**src/rtl/sfir_pkg.sv**
```systemverilog
// Shared constants, coefficient tables and types for the stereo switchable FIR.
package sfir_pkg;

  localparam int HISTORY_DEPTH       = 21;
  localparam int LOWPASS_TAPS        = 20;
  localparam int SAMPLE_BITS_DEF     = 24;
  localparam int COEF_FRAC_BITS_DEF  = 15;
  localparam int Q23_BITS            = 23;
  localparam int IDX_W               = $clog2(HISTORY_DEPTH);
  localparam int ACC_GUARD           = $clog2(HISTORY_DEPTH);

  // switch decode masks
  localparam logic [1:0] SW_LOWPASS_MASK  = 2'h1;
  localparam logic [1:0] SW_HIGHPASS_MASK = 2'h2;

  // master coefficients, signed Q0.23
  localparam int LP_Q23 [LOWPASS_TAPS] = '{
    -141954, 423100, 330162, 364169, 431001, 501811, 566133, 618999,
    656375, 675498, 675498, 656375, 618999, 566133, 501811, 431001,
    364169, 330162, 423100, -141954
  };

  localparam int HP_Q23 [HISTORY_DEPTH] = '{
    -330685, -49737, 120041, 341337, 483368, 406309, 36487, -581575,
    -1281664, -1834864, 6343537, -1834864, -1281664, -581575, 36487,
    406309, 483368, 341337, 120041, -49737, -330685
  };

  // round half away from zero from Q0.23 down to frac fractional bits
  function automatic int sfir_quant(input int c23, input int frac);
    int sh;
    longint mag;
    longint q;
    sh  = Q23_BITS - frac;
    mag = (c23 < 0) ? -longint'(c23) : longint'(c23);
    q   = mag;
    if (sh > 0) begin
      q = (mag + (longint'(1) << (sh - 1))) >> sh;
    end
    return (c23 < 0) ? int'(-q) : int'(q);
  endfunction

  typedef struct packed {
    logic clear;
    logic mul_en;
    logic acc_en;
  } sfir_mac_ctl_t;

endpackage

```
**src/rtl/sfir_cell.sv**
```systemverilog
// One delay-line cell holding a left and a right sample.
module sfir_cell #(
  parameter int SAMPLE_BITS = sfir_pkg::SAMPLE_BITS_DEF
) (
  input  logic                          clk,
  input  logic                          rst_n,
  input  logic                          en,
  input  logic signed [SAMPLE_BITS-1:0] d_left,
  input  logic signed [SAMPLE_BITS-1:0] d_right,
  output logic signed [SAMPLE_BITS-1:0] q_left,
  output logic signed [SAMPLE_BITS-1:0] q_right
);
  import sfir_pkg::*;

  logic signed [SAMPLE_BITS-1:0] left_r;
  logic signed [SAMPLE_BITS-1:0] right_r;

  always_ff @(posedge clk) begin
    if (!rst_n) begin
      left_r  <= '0;
      right_r <= '0;
    end else if (en) begin
      left_r  <= d_left;
      right_r <= d_right;
    end
  end

  assign q_left  = left_r;
  assign q_right = right_r;

endmodule

```
**src/rtl/sfir_mac.sv**
```systemverilog
// Multiply-accumulate unit with truncating scale-down and saturation.
module sfir_mac #(
  parameter int SAMPLE_BITS    = sfir_pkg::SAMPLE_BITS_DEF,
  parameter int COEF_FRAC_BITS = sfir_pkg::COEF_FRAC_BITS_DEF
) (
  input  logic                             clk,
  input  sfir_pkg::sfir_mac_ctl_t          ctl,
  input  logic signed [SAMPLE_BITS-1:0]    tap,
  input  logic signed [COEF_FRAC_BITS:0]   coef,
  output logic signed [SAMPLE_BITS-1:0]    y
);
  import sfir_pkg::*;

  localparam int COEF_W = COEF_FRAC_BITS + 1;
  localparam int PROD_W = SAMPLE_BITS + COEF_W;
  localparam int ACC_W  = PROD_W + ACC_GUARD;

  localparam logic signed [ACC_W-1:0] RND_BIAS =
    (ACC_W'(1) << COEF_FRAC_BITS) - ACC_W'(1);
  localparam logic signed [ACC_W-1:0] Y_MAX =
    (ACC_W'(1) << (SAMPLE_BITS - 1)) - ACC_W'(1);
  localparam logic signed [ACC_W-1:0] Y_MIN = ~Y_MAX;

  logic signed [PROD_W-1:0] prod_r;
  logic signed [ACC_W-1:0]  acc_r;
  logic signed [ACC_W-1:0]  acc_adj;
  logic signed [ACC_W-1:0]  acc_scaled;

  always_ff @(posedge clk) begin
    if (ctl.mul_en) begin
      prod_r <= PROD_W'(tap) * PROD_W'(coef);
    end
    if (ctl.clear) begin
      acc_r <= '0;
    end else if (ctl.acc_en) begin
      acc_r <= acc_r + ACC_W'(prod_r);
    end
  end

  // bias negatives so the arithmetic shift truncates toward zero
  always_comb begin
    acc_adj    = acc_r + (acc_r[ACC_W-1] ? RND_BIAS : '0);
    acc_scaled = acc_adj >>> COEF_FRAC_BITS;
    if (acc_scaled > Y_MAX) begin
      y = Y_MAX[SAMPLE_BITS-1:0];
    end else if (acc_scaled < Y_MIN) begin
      y = Y_MIN[SAMPLE_BITS-1:0];
    end else begin
      y = acc_scaled[SAMPLE_BITS-1:0];
    end
  end

endmodule

```
**src/rtl/stereo_switchable_fir.sv**
```systemverilog
// Top level of the stereo switchable FIR filter (low-pass / high-pass / passthrough).
//
// Each accepted item pushes one left/right sample pair into a 21-cell delay
// line and returns one filtered (or passed) pair. switches bit 0 picks the
// 20-tap low-pass, else bit 1 picks the 21-tap high-pass, else the input pair
// is returned unchanged; the delay line is updated in every mode. The pair is
// shifted in at the accepting edge. A filtered item then runs through S_RUN,
// in which the cell ring rotates once past a single multiplier per channel,
// S_TAIL to drain the product register and S_FIN to scale, saturate and load
// the output register; a passthrough item goes straight to S_FIN. The next
// item is taken after the result enters the output register, so one item is
// in work at a time; a held out_stall costs nothing until the following
// result is ready. Coefficients are Q1.15 by default; sums are shifted right
// by COEF_FRAC_BITS toward zero and clamped to the signed SAMPLE_BITS range.
module stereo_switchable_fir #(
  parameter int SAMPLE_BITS    = sfir_pkg::SAMPLE_BITS_DEF,
  parameter int COEF_FRAC_BITS = sfir_pkg::COEF_FRAC_BITS_DEF
) (
  input  logic                          clk,
  input  logic                          rst_n,
  // input item channel
  input  logic                          in_valid,
  output logic                          in_stall,
  input  logic signed [SAMPLE_BITS-1:0] in_left_sample,
  input  logic signed [SAMPLE_BITS-1:0] in_right_sample,
  input  logic [1:0]                    in_switches,
  // result item channel
  output logic                          out_valid,
  input  logic                          out_stall,
  output logic signed [SAMPLE_BITS-1:0] out_left_out,
  output logic signed [SAMPLE_BITS-1:0] out_right_out
);
  import sfir_pkg::*;

  localparam int COEF_W = COEF_FRAC_BITS + 1;
  localparam logic [IDX_W-1:0] IDX_LAST = IDX_W'(HISTORY_DEPTH - 1);

  typedef enum logic [3:0] {
    S_IDLE = 4'b0001,   // waiting for an item
    S_RUN  = 4'b0010,   // ring rotating, one tap per cycle
    S_TAIL = 4'b0100,   // last product into the accumulator
    S_FIN  = 4'b1000    // result waiting for the output register
  } state_t;

  typedef enum logic [1:0] {
    M_PASS = 2'd0,
    M_LP   = 2'd1,
    M_HP   = 2'd2
  } mode_t;

  state_t            state_r, state_nxt;
  mode_t             mode_r, mode_nxt;
  logic [IDX_W-1:0]  idx_r, idx_nxt;

  logic in_fire;
  logic out_free;
  logic fin_fire;
  logic chain_en;

  logic signed [SAMPLE_BITS-1:0] hist_l [HISTORY_DEPTH];
  logic signed [SAMPLE_BITS-1:0] hist_r [HISTORY_DEPTH];

  logic signed [COEF_W-1:0] lp_coef [HISTORY_DEPTH];
  logic signed [COEF_W-1:0] hp_coef [HISTORY_DEPTH];
  logic signed [COEF_W-1:0] coef_sel;

  sfir_mac_ctl_t mac_ctl;
  logic signed [SAMPLE_BITS-1:0] y_left;
  logic signed [SAMPLE_BITS-1:0] y_right;

  logic                          out_valid_r;
  logic signed [SAMPLE_BITS-1:0] out_left_r;
  logic signed [SAMPLE_BITS-1:0] out_right_r;

  assign in_stall = (state_r != S_IDLE);
  assign in_fire  = in_valid && !in_stall;
  assign out_free = !out_valid_r || !out_stall;
  assign fin_fire = (state_r == S_FIN) && out_free;

  // cells move on a new item (shift in) and on every rotation step
  assign chain_en = in_fire || (state_r == S_RUN);

  // Coefficient tables, quantized at elaboration. The low-pass table has no
  // entry for the oldest cell, so that tap weighs zero.
  for (genvar g = 0; g < HISTORY_DEPTH; g++) begin : g_coef
    assign hp_coef[g] = COEF_W'(sfir_quant(HP_Q23[g], COEF_FRAC_BITS));
    if (g < LOWPASS_TAPS) begin : g_lp
      assign lp_coef[g] = COEF_W'(sfir_quant(LP_Q23[g], COEF_FRAC_BITS));
    end else begin : g_lp_zero
      assign lp_coef[g] = '0;
    end
  end

  assign coef_sel = (mode_r == M_LP) ? lp_coef[idx_r] : hp_coef[idx_r];

  // Delay line as a ring: cell 0 takes the new sample on load and the oldest
  // cell's sample while rotating. After 21 rotations every sample is home.
  for (genvar g = 0; g < HISTORY_DEPTH; g++) begin : g_chain
    logic signed [SAMPLE_BITS-1:0] d_l;
    logic signed [SAMPLE_BITS-1:0] d_r;
    if (g == 0) begin : g_head
      assign d_l = in_fire ? in_left_sample  : hist_l[HISTORY_DEPTH-1];
      assign d_r = in_fire ? in_right_sample : hist_r[HISTORY_DEPTH-1];
    end else begin : g_body
      assign d_l = hist_l[g-1];
      assign d_r = hist_r[g-1];
    end
    sfir_cell #(
      .SAMPLE_BITS(SAMPLE_BITS)
    ) u_cell (
      .clk     (clk),
      .rst_n   (rst_n),
      .en      (chain_en),
      .d_left  (d_l),
      .d_right (d_r),
      .q_left  (hist_l[g]),
      .q_right (hist_r[g])
    );
  end

  // The oldest cell is the tap: at step idx it holds the sample of age idx.
  always_comb begin
    mac_ctl.clear  = in_fire;
    mac_ctl.mul_en = (state_r == S_RUN);
    mac_ctl.acc_en = ((state_r == S_RUN) && (idx_r != IDX_LAST)) || (state_r == S_TAIL);
  end

  sfir_mac #(
    .SAMPLE_BITS   (SAMPLE_BITS),
    .COEF_FRAC_BITS(COEF_FRAC_BITS)
  ) u_mac_left (
    .clk  (clk),
    .ctl  (mac_ctl),
    .tap  (hist_l[HISTORY_DEPTH-1]),
    .coef (coef_sel),
    .y    (y_left)
  );

  sfir_mac #(
    .SAMPLE_BITS   (SAMPLE_BITS),
    .COEF_FRAC_BITS(COEF_FRAC_BITS)
  ) u_mac_right (
    .clk  (clk),
    .ctl  (mac_ctl),
    .tap  (hist_r[HISTORY_DEPTH-1]),
    .coef (coef_sel),
    .y    (y_right)
  );

  // sequencer
  always_comb begin
    state_nxt = state_r;
    mode_nxt  = mode_r;
    idx_nxt   = idx_r;
    unique case (state_r)
      S_IDLE: begin
        if (in_fire) begin
          priority if ((in_switches & SW_LOWPASS_MASK) != '0) begin
            mode_nxt = M_LP;
          end else if ((in_switches & SW_HIGHPASS_MASK) != '0) begin
            mode_nxt = M_HP;
          end else begin
            mode_nxt = M_PASS;
          end
          idx_nxt = IDX_LAST;
          if (((in_switches & SW_LOWPASS_MASK) != '0) ||
              ((in_switches & SW_HIGHPASS_MASK) != '0)) begin
            state_nxt = S_RUN;
          end else begin
            state_nxt = S_FIN;
          end
        end
      end
      S_RUN: begin
        idx_nxt = idx_r - IDX_W'(1);
        if (idx_r == '0) begin
          state_nxt = S_TAIL;
        end
      end
      S_TAIL: begin
        state_nxt = S_FIN;
      end
      S_FIN: begin
        if (out_free) begin
          state_nxt = S_IDLE;
        end
      end
      default: begin
        state_nxt = S_IDLE;
      end
    endcase
  end

  always_ff @(posedge clk) begin
    if (!rst_n) begin
      state_r <= S_IDLE;
      mode_r  <= M_PASS;
      idx_r   <= '0;
    end else begin
      state_r <= state_nxt;
      mode_r  <= mode_nxt;
      idx_r   <= idx_nxt;
    end
  end

  // output register; passthrough reads the newest sample back from cell 0
  always_ff @(posedge clk) begin
    if (!rst_n) begin
      out_valid_r <= 1'b0;
    end else if (fin_fire) begin
      out_valid_r <= 1'b1;
    end else if (!out_stall) begin
      out_valid_r <= 1'b0;
    end
  end

  always_ff @(posedge clk) begin
    if (fin_fire) begin
      out_left_r  <= (mode_r == M_PASS) ? hist_l[0] : y_left;
      out_right_r <= (mode_r == M_PASS) ? hist_r[0] : y_right;
    end
  end

  assign out_valid     = out_valid_r;
  assign out_left_out  = out_left_r;
  assign out_right_out = out_right_r;

endmodule

```
**config.mk**
```make
export PLATFORM = sky130hd
export DESIGN_NAME = stereo_switchable_fir
export DESIGN_NICKNAME = d
export VERILOG_FILES = /design/src/rtl/sfir_pkg.sv /design/src/rtl/sfir_cell.sv /design/src/rtl/sfir_mac.sv /design/src/rtl/stereo_switchable_fir.sv
export SDC_FILE = /design/constraint.sdc
export NUM_CORES = 2
export LEC_CHECK = 0
export ABC_AREA = 1
export ABC_CLOCK_PERIOD_IN_PS = 8900
export BUFFER_PORTS_ARGS = -buffer_cell sky130_fd_sc_hd__buf_4
export CAP_MARGIN = 20
export CORE_MARGIN = 2
export CORE_UTILIZATION = 56
export DETAILED_ROUTE_END_ITERATION = 6
export PLACE_DENSITY = 0.72
export REMOVE_ABC_BUFFERS = 1
export SLEW_MARGIN = 15
export SYNTH_ARGS = -nofsm -noshare
export SYNTH_HDL_FRONTEND = slang
export SYNTH_HIERARCHICAL = 1
export SYNTH_SLANG_ARGS = --single-unit
```
**constraint.sdc**
```tcl
create_clock -name clk -period 8.9 [get_ports clk]
set_clock_uncertainty 0.15 [all_clocks]
set_input_delay 1.335 -clock clk [delete_from_list [all_inputs] [get_ports clk]]
set_output_delay 1.335 -clock clk [all_outputs]
set_load 0.005 [all_outputs]
```
Yosys cells after proc, flatten, opt, wreduce, memory -nomap -nowiden

Memory sizes are Yosys's and may differ from the RTL's.
Cells that the tools add are included.

Input bits: 54
Bits in latches: 0
Output and inout bits: 50
Bits in read-only memories: 1024
Word-level logic and storage cells: 120
RAM bits: 0
Memories kept: 2
Flip-flop bits (word level): 1238

Memory list:

| name            | depth | bits a word | read ports | clocked after memory_dff | write ports | RTL line                    | RTL |
|---|---|---|---|---|---|---|---|
| (no name shown) | 32    | 16          | 1          | 0                        | 0           | stereo_switchable_fir.sv:94 | `assign coef_sel = (mode_r == M_LP) ? lp_coef[idx_r] : hp_coef[idx_r];` |
| (no name shown) | 32    | 16          | 1          | 0                        | 0           | stereo_switchable_fir.sv:94 |  |

Reduce and logical (&&, ||, !) cells: 16
Shift operators: 0
$add $sub $neg: 5
Equality and inequality tests: 11
$mul: 2
Divide/modulo/power cells: 0
Bitwise logic cells: 1
$lt $le $gt $ge: 5
Mux-type cells: 26

Operators with widths:

| operator                                              | number |
|---|---|
| two-way mux 24 bit                                    | 8 |
| adder 45 x 15 -> 45 bit                               | 2 |
| adder 45 x 40 -> 45 bit                               | 2 |
| multiplier 24 x 16 -> 40 bit                          | 2 |
| two-way mux 16 bit                                    | 5 |
| > comparator 30 x 24 -> 1 bit, second input constant  | 2 |
| < comparator 30 x 24 -> 1 bit, second input constant  | 2 |
| two-way mux 15 bit                                    | 2 |
| two-way mux 4 bit                                     | 4 |
| case mux 4 bit (4 select lines)                       | 1 |
| case mux 5 bit (2 select lines)                       | 1 |
| >= comparator 6 bit, second input constant            | 1 |
| NOT 5 -> 6 bit                                        | 1 |
| zero test 5 bit                                       | 1 |
| two-way mux 5 bit                                     | 1 |
| inequality test 5 bit, second input constant          | 1 |
| subtractor 5 x 1 -> 5 bit, second input constant      | 1 |
| == test 4 x 1 -> 1 bit, second input constant         | 1 |
| == test 4 x 2 -> 1 bit, second input constant         | 1 |
| == test 4 x 3 -> 1 bit, second input constant         | 1 |
| == test 4 bit, second input constant                  | 1 |
| logical OR 1 bit                                      | 4 |
| two-way mux 2 bit                                     | 2 |
| inequality test 2 x 1 -> 1 bit, second input constant | 2 |
| other kinds (10)                                      | 17 |

Depth between registers and ports, before layout

Depth after elaboration: 6
Depth in mapped cells: 37
Depth with buffers taken out: 35

By module

The synthesis kept the hierarchy.

Modules (own cells, without submodules):

| module                 | area each (µm²) | instances | cells an instance | sequential area each (µm²) |
|---|---|---|---|---|
| sfir_cell              | 1973.1          | 21        | 304               | 960.9 |
| sfir_mac (u_mac_left)  | 22895.7         | 1         | 3319              | 2102.0 |
| sfir_mac (u_mac_right) | 22829.4         | 1         | 3288              | 2102.0 |
| stereo_switchable_fir  | 4136.5          | 1         | 532               | 1681.6 |

Worst setup path before layout

No wires, ideal clock.

Path kind: flip-flop to flip-flop
Start: reg idx_r[1]
End: reg u_mac_left.prod_r[39] (data pin)
Clock period less this slack: 7.488 ns
Data required time: 8.489 ns
Setup slack: 1.412 ns
Cell stages (with the launch flop): 31
Data arrival time: 7.078 ns
Setup time: 0.261 ns
Path buffers: 2
Cell sequence: dfxtp_1 buf_2 inv_1 ha_1 inv_1 nand2_1 nand3_1 nand2_1 nand2_1 a21oi_1 clkbuf_1 nand2_1 inv_1 fa_1 fa_1 inv_1 fa_1 inv_1 fa_1 fa_1 fa_1 ha_1 nand2_1 nor2_1 inv_1 nor2_1 inv_1 nor4_1 nand3_1 nand3_1 xor2_1

Longest elaborated chain between the ends: 6
Elaborated cells on any way between the ends: 9
Those cells by class: mul (1); mux (5); bitwise (1); memory (2)

RTL lines:

| element                                                | RTL line                     | RTL |
|---|---|---|
| start, declared                                        | stereo_switchable_fir.sv:53  | `logic [IDX_W-1:0] idx_r, idx_nxt;` |
| start signal, assigned                                 | stereo_switchable_fir.sv:202 | `idx_r <= idx_nxt;` |
| NOT 5 -> 6 bit (not written as such) *                 | stereo_switchable_fir.sv:94  |  |
| memory read (32 x 16 bit)                              | n/a                          |  |
| two-way mux 16 bit (not written as such) (2 in series) | stereo_switchable_fir.sv:94  |  |
| two-way mux 16 bit *                                   | stereo_switchable_fir.sv:94  |  |
| named net coef_sel[3]                                  | stereo_switchable_fir.sv:65  | `logic signed [COEF_W-1:0] coef_sel;` |
| multiplier 24 x 16 -> 40 bit *                         | sfir_mac.sv:31               | `prod_r <= PROD_W'(tap) * PROD_W'(coef);` |
| end signal, assigned                                   | sfir_mac.sv:31               |  |
| end, declared                                          | sfir_mac.sv:24               | `logic signed [PROD_W-1:0] prod_r;` |

Mark *: on every way through the listed nets, which the timed path passes. The rest lies on a longest branch. The select of a mux whose other input is x is not followed.
A chain may end at the register's enable or synchronous reset.

Final worst setup path

Start: reg idx_r[1]
End: reg u_mac_left.prod_r[24] (data pin)

The elaborated chain is that of the path after synthesis.

==> impl_results.md <==
* Slew of the pin with the lowest slew margin at 1210 ps
* CTS tree: built
* Synth Flop Type: dfxtp_1
* Count of mapped cells out of synthesis at 13,500
* Cell area after synthesis at 91,300 sq um
* Fin. max-slew vios at 0
* Critical Path End Type: register
* Worst slew margin relative to its limit at 19.4%
* Buffers on Ports at 103
* Total GRT Usage at 29.6%
* Fin. Hold Viols at 0
* Via count of the first global-routing pass at 74,200
* Remaining number of nets flagged by the antenna check after routing at 0
* Reg clk slew, reported paths at 60 ps
* Via count at 77,200
* Post-synthesis sequential area ratio at 28.5%
* Critical Path Most Common Cell: inv_1
* Maximum clock insertion buffer count at 3
* Final min period at 8300 ps
* Clock sink count at 1,238
* Detailed-route DRC error count at 0
* Relative area change from synthesis to final layout at 6.65%
* Global-route wire length before repair at 396 mm
* Setup Slack @ Placement at 658 ps
* Register cell area after layout at 26,100 sq um
* Top fanout value on the critical path at 27
* Biggest cell delay along the critical path at 570 ps
* Number of distinct library cells after synthesis at 55
* Placed wire-length estimate after detailed placement at 186 mm
* Filler cell count in the final layout at 15,500
* Core area at 162,000 sq um
* Number of H-tree branching levels at 4
* Arrival time at the worst endpoint at 8670 ps
* RSZ-0062 raised after global routing: no
* Classification of the worst-slack hold path: register to register
* Hold-fix buffers at CTS at 0
* Number of optimization iterations in the first detailed-route pass at 6
* Footprint of the multi-input gates at 51,600 sq um
* Post-route setup TNS at 0 ps
* Starting DRC count in detailed routing at 6,142
* Critical Path Slowest Stage Cell: dfxtp_1
* Die Y-Extent at 408 microns
* Floorplan row count at 148
* Max Clk Rate at 120 MHz
* Layout net count at 14,500
* Post-CTS repair timing setup buffer count at 0
* Number of cells upsized or downsized after cts at 0
* Number of antenna violations at the first check in global routing at 6
* Async SR Flop Fraction at 0%
* Detail-routed net length per standard cell at 15.8 microns
* Root buf cell: clkbuf_16
* Commonest cells after routing, fill and taps aside: 4,030 x nand2_1, 2,774 x inv_1, 2,629 x nor2_1
* Mean instance size in the synthesized netlist at 6.75 sq um
* Category of the worst setup path launch point: register
* Clock buffers created by TritonCTS at 139
* Pin count of the biggest net entering global routing at 282
* Die area at 166,000 sq um
* Data required, critical path at 9270 ps
* RePlAce Congestion at 0.982
* Worst setup path category: register to register
* Run status: finished, final reports clean
* Number of warnings reported in the yosys synthesis log at 6
* Drt via density at 4.94
* Ratio of final minimum period to clock period at 93.3%
* Share of final-layout standard cells stronger than drive strength 1 at 4.38%
* Number of max-cap violations at 0
* Die Width at 408 microns
* Worst Setup Slack, final at 598 ps
* Total congestion overflow after global routing at 0
* Number of enable-type register cells in the synthesized netlist at 128
* Skew-Pair Late Insertion Delay at 820 ps
* Most common library cell in the layout ignoring fill and taps: nand2_1
* Final setup violating endpoints at 0
* Number of top-level design ports at 104
* Starting utilization of the core area at 56.2%
* Aggregate routed wire length at 247 mm
* Number of synthesized register bits at 1,238
[registers in the layout, summed over array words and instances, names as in the netlist]
signal / cells
out_right_out: 24
u_mac_right/prod_r: 40
out_left_out: 24
idx_r: 5
u_mac_left/acc_r: 45
state_r: 4
g_chain.u_cell/q_left: 504
g_chain.u_cell/q_right: 504
mode_r: 2
u_mac_left/prod_r: 40
out_valid: 1
u_mac_right/acc_r: 45
[cell families after synthesis]
group,Yosys count,synth area share (%)
flops,1238,28.5
mux,48,0.592
compound gates,595,3.52
buf+inv,3340,15.1
simple gates,7090,30.1
fa+ha+maj,1071,20.8
xor+xnor,141,1.37
[final timing paths]
path	start	to	slack (ps)	cells after the start
setup / recovery	idx_r[1]	u_mac_left/prod_r[24]	600	31
hold / removal	g_chain[4].u_cell/q_right[7]	g_chain[4].u_cell/q_right[7]	320	2
setup reg to reg	idx_r[1]	u_mac_left/prod_r[24]	600	31
hold reg to reg	g_chain[4].u_cell/q_right[7]	g_chain[4].u_cell/q_right[7]	320	2
[stage by stage]
step	instances	utilization (%)	hold slack, ps	instance area [sq um]
2_1_floorplan	13000	-	299	88000
3_3_place_gp	15400	57.0	306	92600
3_5_place_dp	15400	57.0	312	92600
4_1_cts	15600	59.9	320	97300
5_1_grt	15600	60.0	330	97400
6_report	15600	60.0	317	97400
[metal layers]
layer / part of all wire (%) / GRT usage (%) / vias to the layer above
met5: 0.011 / 0 / -
met4: 2.4 / 7.85 / 4
met3: 7.0 / 5.42 / 363
met2: 44 / 45.8 / 2100
met1: 47 / 42.6 / 36000
li1: - / - / 38700
[synth_stat cells, drive strengths merged, types with 18 or more instances]
cell	n	area [sq um]
or2	18	113
o21bai	19	143
xnor2	37	324
xor2	104	926
nor2	2652	10000
nand2	4055	15300
dfxtp	1110	22200
a21o	21	158
buf	330	2440
nand4	47	294
a21oi	295	1480
clkbuf	218	820
inv	2789	10500
nor3	41	231
a31oi	18	113
mux2	48	541
ha	321	4020
nand3	248	1270
o21ai	205	1030
fa	750	15000
edfxtp	128	3840
[worst max-delay path: cells and delay by family (launching register included)]
kind	cells	cell delay (ps)
adder cells (fa/ha/maj)	8	3870
XOR/XNOR	1	100
flip-flops	1	570
AND/OR/NAND/NOR	10	1480
AO/OA/AOI/OAI	3	430
buffers and inverters	9	1440
[final cells by class]
type,instances,area share [%]
tap,2175,2.79
sequential,1238,26.8
inverter,2792,10.8
timing repair buffer,213,1.91
clock buffer,191,4.07
antenna,1,0.00257
multi-input combinational,8945,53.0
clock inverter,60,0.704
Power is left out: the tool's default activity adds up to more than one toggle a clock period on the data nets, which glitch-free logic cannot reach.
